--- src/rtl/wcd_pkg.sv ---
// Package: shared types, codes and the status-line prefix table for the deframer.
`timescale 1ns / 1ps
package wcd_pkg;

  localparam logic [2:0] PH_HANDSHAKE = 3'd0;
  localparam logic [2:0] PH_HDR0      = 3'd1;
  localparam logic [2:0] PH_HDR1      = 3'd2;
  localparam logic [2:0] PH_EXT_HI    = 3'd3;
  localparam logic [2:0] PH_EXT_LO    = 3'd4;
  localparam logic [2:0] PH_PAYLOAD   = 3'd5;
  localparam logic [2:0] PH_HALTED    = 3'd6;

  localparam logic [2:0] EV_TEXT     = 3'd0;
  localparam logic [2:0] EV_ACCEPT   = 3'd1;
  localparam logic [2:0] EV_REJECT   = 3'd2;
  localparam logic [2:0] EV_CLOSE    = 3'd3;
  localparam logic [2:0] EV_PONG     = 3'd4;
  localparam logic [2:0] EV_TOO_LONG = 3'd5;
  localparam logic [2:0] EV_MASKED   = 3'd6;

  localparam logic       OP_BYTE    = 1'b0;
  localparam logic       OP_RESTART = 1'b1;

  localparam logic [3:0] OPC_TEXT  = 4'h1;
  localparam logic [3:0] OPC_CLOSE = 4'h8;
  localparam logic [3:0] OPC_PING  = 4'h9;

  localparam logic [3:0] PREFIX_LEN = 4'd12;
  localparam logic [6:0] LEN_EXT16  = 7'd126;
  localparam logic [6:0] LEN_EXT64  = 7'd127;
  localparam logic [7:0] CHAR_CR    = 8'h0d;
  localparam logic [7:0] CHAR_LF    = 8'h0a;

  typedef struct packed {
    logic       vld;
    logic [2:0] ev;
    logic [7:0] data;
    logic       last;
  } res_t;

  // "HTTP/1.1 101"
  function automatic logic [7:0] prefix_char(input logic [3:0] idx);
    logic [7:0] c;
    case (idx)
      4'd0:    c = 8'h48;
      4'd1:    c = 8'h54;
      4'd2:    c = 8'h54;
      4'd3:    c = 8'h50;
      4'd4:    c = 8'h2f;
      4'd5:    c = 8'h31;
      4'd6:    c = 8'h2e;
      4'd7:    c = 8'h31;
      4'd8:    c = 8'h20;
      4'd9:    c = 8'h31;
      4'd10:   c = 8'h30;
      4'd11:   c = 8'h31;
      default: c = 8'h00;
    endcase
    return c;
  endfunction

endpackage

--- src/rtl/websocket_client_deframer_top.sv ---
// Top level: client-side WebSocket deframer, handshake check then frame parsing.
//
// Input channel (in_valid/in_stall): one transaction per received byte
// (operation 0, rx_byte) or a restart request (operation 1).
// Output channel (out_valid/out_stall): at most one result per input
// transaction: event_res, data_byte, last_of_message.
// A result is registered and appears on the output in the cycle after its input
// transaction is accepted. Throughput: one input transaction per cycle while in_stall
// is low, set by the single parser state update and the one-entry result register.
// in_stall rises only while a result is held and out_stall is high; the
// parser then pauses with its state intact, and the held result stays put.
// Reset (rst, synchronous) returns the block to awaiting the HTTP upgrade
// reply and empties the result register. Close, rejection, too long and
// masked events halt the block; later bytes give nothing until a restart.
`timescale 1ns / 1ps
module websocket_client_deframer_top
  import wcd_pkg::*;
(
  input  logic       clk,
  input  logic       rst,
  input  logic       in_valid,
  output logic       in_stall,
  input  logic       operation,
  input  logic [7:0] rx_byte,
  output logic       out_valid,
  input  logic       out_stall,
  output logic [2:0] event_res,
  output logic [7:0] data_byte,
  output logic       last_of_message
);

  logic accept;
  logic hold;
  res_t res;

  assign in_stall = hold;
  assign accept   = in_valid && !hold;

  wcd_parser u_parser (
    .clk       (clk),
    .rst       (rst),
    .accept    (accept),
    .operation (operation),
    .rx_byte   (rx_byte),
    .res       (res)
  );

  wcd_out_reg u_out_reg (
    .clk             (clk),
    .rst             (rst),
    .accept          (accept),
    .res             (res),
    .hold            (hold),
    .out_valid       (out_valid),
    .out_stall       (out_stall),
    .event_res       (event_res),
    .data_byte       (data_byte),
    .last_of_message (last_of_message)
  );

endmodule

--- src/rtl/wcd_parser.sv ---
// Parser: handshake check and frame header/payload state, one byte per transaction.
`timescale 1ns / 1ps
module wcd_parser
  import wcd_pkg::*;
(
  input  logic       clk,
  input  logic       rst,
  input  logic       accept,
  input  logic       operation,
  input  logic [7:0] rx_byte,
  output res_t       res
);

  logic [2:0]  phase, phase_next;
  logic [3:0]  prefix_index, prefix_index_next;
  logic        prefix_matches, prefix_matches_next;
  logic [1:0]  terminator_count, terminator_count_next;
  logic [3:0]  frame_opcode, frame_opcode_next;
  logic        mask_flag, mask_flag_next;
  logic [7:0]  extended_high, extended_high_next;
  logic [15:0] bytes_remaining, bytes_remaining_next;

  logic [1:0]  term_upd;
  logic        hs_done;
  logic [15:0] rem_dec;
  logic [15:0] start_len;
  logic        start_now;
  logic        complete_now;

  always_comb begin
    term_upd = 2'd0;
    hs_done  = 1'b0;
    if (rx_byte == CHAR_CR) begin
      term_upd = (terminator_count == 2'd2) ? 2'd3 : 2'd1;
    end else if (rx_byte == CHAR_LF) begin
      if (terminator_count == 2'd1) begin
        term_upd = 2'd2;
      end else if (terminator_count == 2'd3) begin
        term_upd = terminator_count;
        hs_done  = 1'b1;
      end
    end
  end

  assign rem_dec = bytes_remaining - 16'd1;

  always_comb begin
    phase_next            = phase;
    prefix_index_next     = prefix_index;
    prefix_matches_next   = prefix_matches;
    terminator_count_next = terminator_count;
    frame_opcode_next     = frame_opcode;
    mask_flag_next        = mask_flag;
    extended_high_next    = extended_high;
    bytes_remaining_next  = bytes_remaining;
    res                   = '0;
    start_now             = 1'b0;
    complete_now          = 1'b0;
    start_len             = 16'd0;

    if (operation == OP_RESTART) begin
      phase_next            = PH_HANDSHAKE;
      prefix_index_next     = 4'd0;
      prefix_matches_next   = 1'b1;
      terminator_count_next = 2'd0;
      frame_opcode_next     = 4'd0;
      mask_flag_next        = 1'b0;
      extended_high_next    = 8'd0;
      bytes_remaining_next  = 16'd0;
    end else begin
      case (phase)
        PH_HANDSHAKE: begin
          terminator_count_next = term_upd;
          if (hs_done) begin
            prefix_index_next     = 4'd0;
            prefix_matches_next   = 1'b1;
            terminator_count_next = 2'd0;
            frame_opcode_next     = 4'd0;
            mask_flag_next        = 1'b0;
            extended_high_next    = 8'd0;
            bytes_remaining_next  = 16'd0;
            res.vld               = 1'b1;
            if ((prefix_index == PREFIX_LEN) && prefix_matches) begin
              phase_next = PH_HDR0;
              res.ev     = EV_ACCEPT;
            end else begin
              phase_next = PH_HALTED;
              res.ev     = EV_REJECT;
            end
          end else if (prefix_index < PREFIX_LEN) begin
            if (rx_byte != prefix_char(prefix_index)) prefix_matches_next = 1'b0;
            prefix_index_next = prefix_index + 4'd1;
          end
        end
        PH_HDR0: begin
          frame_opcode_next = rx_byte[3:0];
          phase_next        = PH_HDR1;
        end
        PH_HDR1: begin
          mask_flag_next = rx_byte[7];
          if (rx_byte[6:0] == LEN_EXT64) begin
            phase_next = PH_HALTED;
            res.vld    = 1'b1;
            res.ev     = EV_TOO_LONG;
          end else if (rx_byte[6:0] == LEN_EXT16) begin
            phase_next = PH_EXT_HI;
          end else if (rx_byte[7]) begin
            phase_next = PH_HALTED;
            res.vld    = 1'b1;
            res.ev     = EV_MASKED;
          end else begin
            start_now = 1'b1;
            start_len = {9'd0, rx_byte[6:0]};
          end
        end
        PH_EXT_HI: begin
          extended_high_next = rx_byte;
          phase_next         = PH_EXT_LO;
        end
        PH_EXT_LO: begin
          if (mask_flag) begin
            phase_next = PH_HALTED;
            res.vld    = 1'b1;
            res.ev     = EV_MASKED;
          end else begin
            start_now = 1'b1;
            start_len = {extended_high, rx_byte};
          end
        end
        PH_PAYLOAD: begin
          bytes_remaining_next = rem_dec;
          if (frame_opcode == OPC_TEXT) begin
            res.vld  = 1'b1;
            res.ev   = EV_TEXT;
            res.data = rx_byte;
            res.last = (rem_dec == 16'd0);
            if (rem_dec == 16'd0) phase_next = PH_HDR0;
          end else if (rem_dec == 16'd0) begin
            complete_now = 1'b1;
          end
        end
        default: begin
        end
      endcase

      if (start_now) begin
        bytes_remaining_next = start_len;
        if (start_len == 16'd0) complete_now = 1'b1;
        else phase_next = PH_PAYLOAD;
      end

      if (complete_now) begin
        phase_next = PH_HDR0;
        if (frame_opcode == OPC_CLOSE) begin
          phase_next = PH_HALTED;
          res.vld    = 1'b1;
          res.ev     = EV_CLOSE;
        end else if (frame_opcode == OPC_PING) begin
          res.vld = 1'b1;
          res.ev  = EV_PONG;
        end
      end
    end
  end

  always_ff @(posedge clk) begin
    if (rst) begin
      phase            <= PH_HANDSHAKE;
      prefix_index     <= 4'd0;
      prefix_matches   <= 1'b1;
      terminator_count <= 2'd0;
      frame_opcode     <= 4'd0;
      mask_flag        <= 1'b0;
      extended_high    <= 8'd0;
      bytes_remaining  <= 16'd0;
    end else if (accept) begin
      phase            <= phase_next;
      prefix_index     <= prefix_index_next;
      prefix_matches   <= prefix_matches_next;
      terminator_count <= terminator_count_next;
      frame_opcode     <= frame_opcode_next;
      mask_flag        <= mask_flag_next;
      extended_high    <= extended_high_next;
      bytes_remaining  <= bytes_remaining_next;
    end
  end

endmodule

--- src/rtl/wcd_out_reg.sv ---
// Result register: holds one result transaction until the receiver takes it.
`timescale 1ns / 1ps
module wcd_out_reg
  import wcd_pkg::*;
(
  input  logic       clk,
  input  logic       rst,
  input  logic       accept,
  input  res_t       res,
  output logic       hold,
  output logic       out_valid,
  input  logic       out_stall,
  output logic [2:0] event_res,
  output logic [7:0] data_byte,
  output logic       last_of_message
);

  logic load;

  assign hold = out_valid && out_stall;
  assign load = !hold;

  always_ff @(posedge clk) begin
    if (rst) begin
      out_valid <= 1'b0;
    end else if (load) begin
      out_valid <= accept && res.vld;
    end
  end

  always_ff @(posedge clk) begin
    if (load && accept && res.vld) begin
      event_res       <= res.ev;
      data_byte       <= res.data;
      last_of_message <= res.last;
    end
  end

endmodule

--- config.mk ---
export PLATFORM = sky130hd
export DESIGN_NAME = websocket_client_deframer_top
export DESIGN_NICKNAME = d
export VERILOG_FILES = /design/src/rtl/wcd_pkg.sv /design/src/rtl/websocket_client_deframer_top.sv /design/src/rtl/wcd_parser.sv /design/src/rtl/wcd_out_reg.sv
export SDC_FILE = /design/constraint.sdc
export NUM_CORES = 1
export LEC_CHECK = 0
export BUFFER_PORTS_ARGS = -buffer_cell sky130_fd_sc_hd__buf_2
export CAP_MARGIN = 5
export CORE_MARGIN = 2
export CORE_UTILIZATION = 40
export DETAILED_ROUTE_END_ITERATION = 16
export PLACE_DENSITY = 0.55
export SLEW_MARGIN = 20
export SYNTH_ARGS = -nofsm -noshare
export SYNTH_HDL_FRONTEND = slang
export SYNTH_SLANG_ARGS = --single-unit
--- constraint.sdc ---
create_clock -name clk -period 2.9 [get_ports clk]
set_input_delay 0.435 -clock clk [delete_from_list [all_inputs] [get_ports clk]]
set_output_delay 0.435 -clock clk [all_outputs]
set_load 0.02 [all_outputs]
# ---- Word-level counts from Yosys, hierarchy flattened
# Memory sizes are Yosys's and may differ from the RTL's. A register that Yosys moved wholly into a read port is not among the register bits.
# Cells that the tools add are included.
dict set report totals {
  reg_bits 52
  romBits 112
  inputBits 13
  out_inout_bits 14
  wordCells 148
  n_memories 1
}
# name depth width rd rd_clocked_by_memory_dff write_ports line
set mem_list {}
lappend mem_list {{(name not given)} 16 7 1 1 0 wcd_pkg.sv:44} ;# case (idx)
dict set report op_classes {
  addsub 2
  magnitude_cmp 1
  eq_ne 20
  muxes 85
  n_bitwise 2
  n_reduce_logical 25
}
# op n
set ops {}
lappend ops {{16-bit 2-to-1 mux} 7}
lappend ops {{4-bit 2-to-1 mux} 16}
lappend ops {{16-bit one-hot mux with 2 select lines} 2}
lappend ops {{8-bit 2-to-1 mux} 6}
lappend ops {{3-bit 2-to-1 mux} 13}
lappend ops {{16-bit zero test} 2}
lappend ops {{13-bit 2-to-1 mux} 2}
lappend ops {{1-bit 2-to-1 mux} 22}
lappend ops {{2-bit 2-to-1 mux} 9}
lappend ops {{3-bit one-hot mux with 6 select lines} 1}
lappend ops {{3-bit AND reduction} 6}
lappend ops {{8-bit by 4-bit equality test with 1-bit output (second input constant)} 2}
lappend ops {{4-bit one-hot mux with 4 select lines} 1}
lappend ops {{8-bit one-hot mux with 2 select lines} 1}
lappend ops {{16-bit by 1-bit subtractor with 16-bit output (second input constant)} 1}
lappend ops {{3-bit nonzero test} 5}
lappend ops {{7-bit equality test (second input constant)} 2}
lappend ops {{4-bit equality test (second input constant)} 3}
lappend ops {{9-bit 2-to-1 mux} 1}
lappend ops {{8-bit != test} 1}
lappend ops {{4-bit one-hot mux with 2 select lines} 1}
lappend ops {{7-bit 2-to-1 mux} 1}
lappend ops {{3-bit by 2-bit equality test with 1-bit output (second input constant)} 2}
lappend ops {{3-bit equality test (second input constant)} 2}
lappend ops {{18 further kinds} 26}

# ---- Longest topological paths before layout
# Gate-level depths: netlist of the first run.
dict set report depth {
  word_depth 14
  mapped_depth 10
}

# ---- Hierarchy
# From an unflattened synthesis of the first run, not the netlist that was laid out.
dict set report hier_totals {
  cells_unflattened 412
  hier_area_um2 3457.1
}
# mod n_inst cells_per_inst area_per_inst_um2
set by_module_without_submodules {}
lappend by_module_without_submodules {wcd_parser 1 393 3031.7}
lappend by_module_without_submodules {wcd_out_reg 1 18 411.6}
lappend by_module_without_submodules {websocket_client_deframer_top 1 1 13.8}

# ---- Least setup slack after synthesis of the first run
# OpenSTA, ideal clock, no wires.
dict set report synth_timing {
  kind {reg2reg}
  startpoint {reg u_parser.bytes_remaining[0]}
  endpoint {reg u_out_reg.data_byte[0], enable pin}
  setup_time_ns 0.387
  t_arrival_ns 2.494
  required_time_ns 2.513
  setup_slack_ns 0.019
  stages_incl_launch_ff 7
  path_buffers 1
  path_cell_list {dfxtp_1 -> or4_1 -> buf_2 -> o41a_1 -> a2111oi_4 -> nand4_1 -> a21oi_1}
}
dict set report synth_between {
  elab_chain_cells 11
}
# item line
set synth_rtl {}
lappend synth_rtl {{from (decl)} wcd_parser.sv:21} ;# logic [15:0] bytes_remaining, bytes_remaining_next;
lappend synth_rtl {{from (signal assigned)} wcd_parser.sv:184} ;# bytes_remaining <= bytes_remaining_next;
lappend synth_rtl {{16-bit by 1-bit subtractor with 16-bit output *} wcd_parser.sv:45} ;# assign rem_dec = bytes_remaining - 16'd1;
lappend synth_rtl {{16-bit zero test *} wcd_parser.sv:138} ;# end else if (rem_dec == 16'd0) begin
lappend synth_rtl {{1-bit 2-to-1 mux *} wcd_parser.sv:138}
lappend synth_rtl {{1-bit 2-to-1 mux *} wcd_parser.sv:132} ;# if (frame_opcode == OPC_TEXT) begin
lappend synth_rtl {{1-bit 2-to-1 mux *} wcd_parser.sv:71} ;# case (phase)
lappend synth_rtl {{1-bit 2-to-1 mux} wcd_parser.sv:148} ;# if (start_len == 16'd0) complete_now = 1'b1;
lappend synth_rtl {{1-bit 2-to-1 mux *} wcd_parser.sv:146} ;# if (start_now) begin
lappend synth_rtl {{1-bit 2-to-1 mux *} wcd_parser.sv:61} ;# if (operation == OP_RESTART) begin
lappend synth_rtl {{4-bit 2-to-1 mux *} wcd_parser.sv:152} ;# if (complete_now) begin
lappend synth_rtl {{13-bit 2-to-1 mux *} wcd_parser.sv:61}
lappend synth_rtl {{1-bit logical AND *} wcd_out_reg.sv:32} ;# if (load && accept && res.vld) begin
lappend synth_rtl {{to (signal assigned)} wcd_out_reg.sv:34} ;# data_byte <= res.data;
lappend synth_rtl {{to (decl)} wcd_out_reg.sv:14} ;# output logic [7:0] data_byte,
# Every way passes the cells marked *; elsewhere a longest branch is shown, timed or not. The select of a mux whose other input is x is not followed.
# A chain may end at the register's enable or synchronous reset.

# ---- Final worst setup path of the first run
dict set report layout_timing {
  startpoint {reg u_parser.bytes_remaining[5]}
  endpoint {reg u_parser.phase[1]}
}
dict set report layout_between {
  elab_chain_cells 10
  elab_cells_between_ends 15
  classes_between {1 x add/sub; 13 x mux; 1 x reduce/logical}
}
# item line
set layout_rtl {}
lappend layout_rtl {{16-bit by 1-bit subtractor with 16-bit output *} wcd_parser.sv:45}
lappend layout_rtl {{16-bit zero test *} {wcd_parser.sv:137, wcd_parser.sv:138}}
lappend layout_rtl {{1-bit 2-to-1 mux} wcd_parser.sv:138}
lappend layout_rtl {{1-bit 2-to-1 mux} wcd_parser.sv:132}
lappend layout_rtl {{1-bit 2-to-1 mux} wcd_parser.sv:71}
lappend layout_rtl {{1-bit 2-to-1 mux} wcd_parser.sv:148}
lappend layout_rtl {{1-bit 2-to-1 mux} wcd_parser.sv:146}
lappend layout_rtl {{1-bit 2-to-1 mux} wcd_parser.sv:61}
lappend layout_rtl {{3-bit 2-to-1 mux *} wcd_parser.sv:152}
lappend layout_rtl {{3-bit 2-to-1 mux *} wcd_parser.sv:61}
lappend layout_rtl {{to (signal assigned)} wcd_parser.sv:177} ;# phase <= phase_next;
lappend layout_rtl {{to (decl)} wcd_parser.sv:14} ;# logic [2:0] phase, phase_next;
# Marks and branches as above.

==> out/qor.tcl, run 1 <==
set qor(outcome) {complete, no violations}
set qor(groute.usage.overall) 0.213
set qor(first_pass_iters) 5
set qor(filler_cell_count) 877
set qor(asyncSetResetFlopFracSynth) 0
set qor(worst-slew-pin-transition_ps) 735
set qor(pwr-share-clk) 0.413
set qor(synth.lib_cells_used.distinct) 66
set qor(dr_total_vias) 3403
set qor(timing.critical_path.slowest_stage_cell) {or4_1}
set qor(cp_required_ps) 3170
set qor(power.density_cell_area_nw_per_um2) 448
set qor(dr_wl_cell_um) 17.6
set qor(cts-htree-levels) 3
set qor(synth_edf_count) 12
set qor(power.share.sequential) 0.473
set qor(grt_first_pass_wirelength_mm) 16.6
set qor(clkTransAtPathRegs_ps) 70
set qor(antenna_cells_inserted) 0
set qor(finish.net_count) 477
set qor(setup_viol) 0
set qor(synth_nets) 454
set qor(comb_power_share) 0.114
set qor(numClockSinks) 59
set qor(internal-power_mw) 1.30
set qor(clock-root-buffer) {clkbuf_8}
set qor(cts_buf_count) 9
set qor(postLayoutCoreUtil) 0.465
set qor(synth.yosys.seq_area_share) 0.366
set qor(post-dp-hpwl_mm) 7.14
set qor(place_congestion) 0.853
set qor(floorplan.die.width_um) 98.3
set qor(num_io_pins) 27
set qor(syn_area_per_cell_um2) 8.21
set qor(clock_tree_from_tritoncts) {built}
set qor(drt-initial-drc-count) 173
set qor(antenna_found_initial) 0
set qor(worstPathMaxFanout) 7
set qor(dominantRegCellSynth) {dfxtp_1}
set qor(first_global_vias) 3233
set qor(route.detailed.drc) 0
set qor(holdCritPathClass) {in2reg}
set qor(ys_ff_latch) 59
set qor(fin_setup_tns_ps) 0
set qor(p_switching_uw) 504
set qor(postCtsSetupRepairBufs) 0
set qor(path_cells) {or4_1 -> o41a_1 -> a2111oi_4 -> a41oi_2 -> or3_1 -> a211oi_2}
set qor(ff_latch_area_um2) 1300
set qor(post_drt_antenna_nets) 0
set qor(fin_skew_ps) 8.76
set qor(postCtsHoldBufs) 0
set qor(worst-setup-path-type) {reg2reg}
set qor(core.rowCount) 34
set qor(timing.fmax_ghz) 0.379
set qor(layout.cells.most_common_list) {dfxtp_1, nor2_1, a21oi_1}
set qor(mappedNetlistArea_um2) 3550
set qor(cts.repair.resized) 0
set qor(final_max_slew_viol_count) 0
set qor(worst_slew_margin_rel) 0.508
set qor(netlist_instances) 433
set qor(worstSetupEndpointType) {register}
set qor(drt-total-wl_mm) 10.0
set qor(grt_setup_unrepaired) {no}
set qor(maxCapViolCount) 0
set qor(die_ar_um2) 9650
set qor(fraction_of_final_layout_cells_with_drive_strength_greater_than_1) 0.171
set qor(final-hold-violation-count) 0
set qor(final_common_cell) {dfxtp_1}
set qor(irDropWorstVdd_mv) 0.214
set qor(timing.critical_path.from_type) {register}
set qor(start_util) 0.409
set qor(post_synthesis_to_final_layout_area_growth_pct) 13.6
set qor(critical-path-max-stage-delay_ps) 610
set qor(static-leakage-power_nw) 1.47
set qor(max-clock-path-buffers) 2
set qor(port_buffers) 26
set qor(core_area_um2) 8680
set qor(vias_per_cell) 5.98
set qor(final_worst_path_period_share) 0.910
set qor(grt_start_max_net_pins) 41
set qor(fp.dieH_um) 98.3
set qor(finalWorstPathRequiredPeriod_ps) 2640
set qor(sw_frac_of_total) 0.278
set qor(synth.yosys.warnings) 0
set qor(data_arrival_at_the_endpoint_of_the_critical_path_ps) 2910
set qor(clk-insertion-delay-late_ps) 350
set qor(multi_input_area_um2) 2100
set qor(grt-ovfl-total) 0
[per-stage QoR]
step / instances / worst slack, ps / hold slack, ps / power [mW] / cell area (µm²)
after CTS: 569 / 275 / 465 / 1.83 / 4040
after global routing: 569 / 149 / 481 / 1.88 / 4040
final: 569 / 261 / 476 / 1.81 / 4040
after global placement: 553 / 349 / 465 / 1.08 / 3840
after floorplan: 433 / 19.4 / 445 / 1.01 / 3550
after detailed placement: 553 / 335 / 468 / 1.08 / 3840
[synth_stat cells (3+ instances only)]
master	instances	area [µm²]
nand3b_1	5	37.5
xnor2_1	7	61.3
nor2b_1	6	37.5
or2_2	3	18.8
nor4b_1	4	35.0
a2bb2oi_1	3	26.3
or3_1	17	106
and2_1	7	43.8
nor2_1	45	169
nor3_1	12	60.1
nand2_1	37	139
nor4_1	9	56.3
o211ai_1	4	30.0
a31oi_1	3	18.8
a22oi_1	15	113
edfxtp_1	12	360
nand3_1	14	70.1
a21oi_1	39	195
inv_1	9	33.8
a211oi_1	9	67.6
nor3_2	3	30.0
dfxtp_1	47	941
clkbuf_1	30	113
and3_1	3	18.8
o21ai_0	13	65.1
o41ai_1	3	26.3
xor2_1	11	96.3
nand4_1	9	56.3
ha_1	8	100
[power groups by stage]
stage	registers [mW]	logic, mW	clock network, mW
6_report	0.855	0.205	0.748
2_1_floorplan	0.869	0.143	0
5_1_grt	0.856	0.226	0.801
4_1_cts	0.855	0.204	0.767
3_3_place_gp	0.874	0.202	0
3_5_place_dp	0.874	0.203	0
[path summary, 6_finish.rpt]
kind | start | endpoint | slack (ps) | depth (start not counted)
min reg2reg | u_parser.extended_high[6] | u_parser.extended_high[6] | 480 | 2
max reg2reg | u_parser.bytes_remaining[5] | u_parser.phase[1] | 260 | 6
max | u_parser.bytes_remaining[5] | u_parser.phase[1] | 260 | 6
min | rx_byte[6] | u_parser.extended_high[6] | 480 | 3
[layout make-up]
type | instances | area share
sequential | 59 | 0.322
timing repair buffer | 44 | 0.0657
clock buffer | 9 | 0.0307
inverter | 10 | 0.00930
clock inverter | 7 | 0.0170
tap | 108 | 0.0335
multi-input combinational | 332 | 0.521
[metal layers]
layer / vias up / track usage / wire length, µm
met4: 0 / 0.0706 / 154
li1: 1648 / - / -
met1: 1640 / 0.287 / 4520
met5: - / 0 / 0
met2: 97 / 0.349 / 4790
met3: 18 / 0.0358 / 528
[logic make-up after synthesis]
logic type	synth area share
AOI/OAI and AO/OA	0.231
and+or+nand+nor	0.276
muxes	0.00880
adders and majority gates	0.0282
buffers and inverters	0.0451
xor gates and xnor gates	0.0444
DFF	0.366
[critical path: cells and delay by family (launching register included)]
| family | cells | cell delay, ps |
|---|---|---|
| AOI/OAI and AO/OA | 4 | 1210 |
| DFF | 1 | 370 |
| and+or+nand+nor | 2 | 980 |
No activity file was read; power rests on OpenSTA's default activity.
==> run 2, diff against run 1 <==
--- a/config.mk
+++ b/config.mk
@@ -11,6 +11,7 @@
 export CORE_UTILIZATION = 40
 export DETAILED_ROUTE_END_ITERATION = 16
 export PLACE_DENSITY = 0.55
+export REMOVE_ABC_BUFFERS = 1
 export SLEW_MARGIN = 20
 export SYNTH_ARGS = -nofsm -noshare
 export SYNTH_HDL_FRONTEND = slang
==> run 2 against run 1 <==
  * Hold slack worse by 34 ps
  * Wire length up 1.4%
  * Clock-buffer cell count up 4
  * Critical path type unchanged
  * Flip-flop and latch count unchanged
  * Clock skew down 3.2 ps
  * Final area up 2.0%
  * Maximum frequency up 0.24%
==> out/qor.tcl, run 2 (same netlist as run 1, synthesis figures left out) <==
set qor(first_global_vias) 3269
set qor(timing.fmax_ghz) 0.380
set qor(floorplan.die.width_um) 98.3
set qor(fin_skew_ps) 5.57
set qor(postCtsHoldBufs) 0
set qor(p_switching_uw) 493
set qor(post-route-cell-area_um2) 4120
set qor(timing.hold.worst.start) {rst}
set qor(postLayoutCoreUtil) 0.474
set qor(outcome) {complete, no violations}
set qor(antenna_cells_inserted) 0
set qor(drt-initial-drc-count) 230
set qor(clock_tree_from_tritoncts) {built}
set qor(drt-total-wl_mm) 10.1
set qor(power.density_cell_area_nw_per_um2) 464
set qor(postCtsSetupRepairBufs) 0
set qor(numClockSinks) 59
set qor(postPlaceCellArea_um2) 3890
set qor(fraction_of_final_layout_cells_with_drive_strength_greater_than_1) 0.182
set qor(vias_per_cell) 5.99
set qor(die_ar_um2) 9650
set qor(comb_power_share) 0.115
set qor(place_congestion) 0.929
set qor(core_area_um2) 8680
set qor(core.rowCount) 34
set qor(worstSetupStartpoint) {u_parser.bytes_remaining[0]}
set qor(layout.cells.most_common_list) {dfxtp_1, nor2_1, a21oi_1}
set qor(holdCritPathClass) {in2reg}
set qor(grt_start_max_net_pins) 33
set qor(first_pass_iters) 5
set qor(final_common_cell) {dfxtp_1}
set qor(clk-insertion-delay-late_ps) 340
set qor(cts_buf_count) 9
set qor(worstSetupEndpointType) {register}
set qor(fp.dieH_um) 98.3
set qor(worst-slew-pin-transition_ps) 819
set qor(post_drt_antenna_nets) 0
set qor(internal-power_mw) 1.42
set qor(max-clock-path-buffers) 2
set qor(setup_viol) 0
set qor(maxCapViolCount) 0
set qor(sw_frac_of_total) 0.258
set qor(clkTransAtPathRegs_ps) 70
set qor(pwr-share-clk) 0.438
set qor(timing.critical_path.from_type) {register}
set qor(grt-ovfl-total) 0
set qor(grt_first_pass_wirelength_mm) 16.8
set qor(final-hold-violation-count) 0
set qor(power.share.sequential) 0.446
set qor(post_synthesis_to_final_layout_area_growth_pct) 15.8
set qor(grt_setup_unrepaired) {no}
set qor(num_io_pins) 27
set qor(cts.repair.resized) 0
set qor(port_buffers) 26
set qor(start_util) 0.409
set qor(irDropWorstVdd_mv) 0.218
set qor(worst_slew_margin_rel) 0.452
set qor(clock-root-buffer) {clkbuf_8}
set qor(worstPathMaxFanout) 7
set qor(antenna_found_initial) 0
set qor(final_max_slew_viol_count) 0
set qor(groute.usage.overall) 0.218
set qor(finalWorstPathRequiredPeriod_ps) 2630
set qor(route.detailed.drc) 0
set qor(static-leakage-power_nw) 1.53
set qor(cts-htree-levels) 3
set qor(finish.net_count) 482
set qor(data_arrival_at_the_endpoint_of_the_critical_path_ps) 2780
set qor(timing.rr.start) {u_parser.bytes_remaining[0]}
set qor(cp_required_ps) 3050
set qor(worst-setup-path-type) {reg2reg}
set qor(dr_wl_cell_um) 17.7
set qor(final_worst_path_period_share) 0.908
set qor(dr_total_vias) 3436
set qor(post-dp-hpwl_mm) 7.35
[run 2: routing by layer]
metal / GRT usage / up-vias / share of wire
li1: - / 1658 / -
met4: 0.0822 / 0 / 0.019
met5: 0 / - / 0
met1: 0.295 / 1640 / 0.47
met3: 0.0401 / 16 / 0.060
met2: 0.349 / 122 / 0.46
[run 2: worst max-delay path, cell delays in order, from the launching register on]
cell     delay [ps]
dfxtp_1         350
or4_1           580
buf_4           190
o31a_2          340
nor3_2          280
a41oi_2         200
or2_1           270
a31oi_1         230
[run 2: final timing paths]
path	end	slack [ps]	depth (start not counted)
hold reg to reg	u_parser.bytes_remaining[1]	500	2
setup reg to reg	u_out_reg.event_res[0]	270	7
hold / removal	u_parser.frame_opcode[1]	440	2
setup / recovery	u_out_reg.event_res[0]	270	7
[run 2: metrics by stage]
step	power, mW	hold slack, ps	setup slack (ps)	TNS, ps	std cells
floorplan	0.984	439	-464	-12420	401
global placement	1.09	462	282	0	558
detailed placement	1.09	473	269	0	558
CTS	1.92	435	291	0	574
global route	1.99	467	122	0	574
finish	1.91	442	268	0	574
[run 2: layout make-up]
class / count / area [µm²]
fillers: 868 / 4560
multi-input cells: 332 / 2100
flip-flops and latches: 59 / 1300
repair buffers: 49 / 315
clock buffers: 13 / 180
well taps: 108 / 135
clock inverters: 3 / 42.5
inverters: 10 / 37.5
[run 2: power by group through the flow]
stage	Clock, mW	Combinational [mW]	Sequential (mW)
floorplan	0	0.110	0.874
detailed placement	0	0.218	0.870
CTS	0.854	0.219	0.852
global placement	0	0.219	0.870
global route	0.891	0.242	0.853
finish	0.836	0.220	0.852
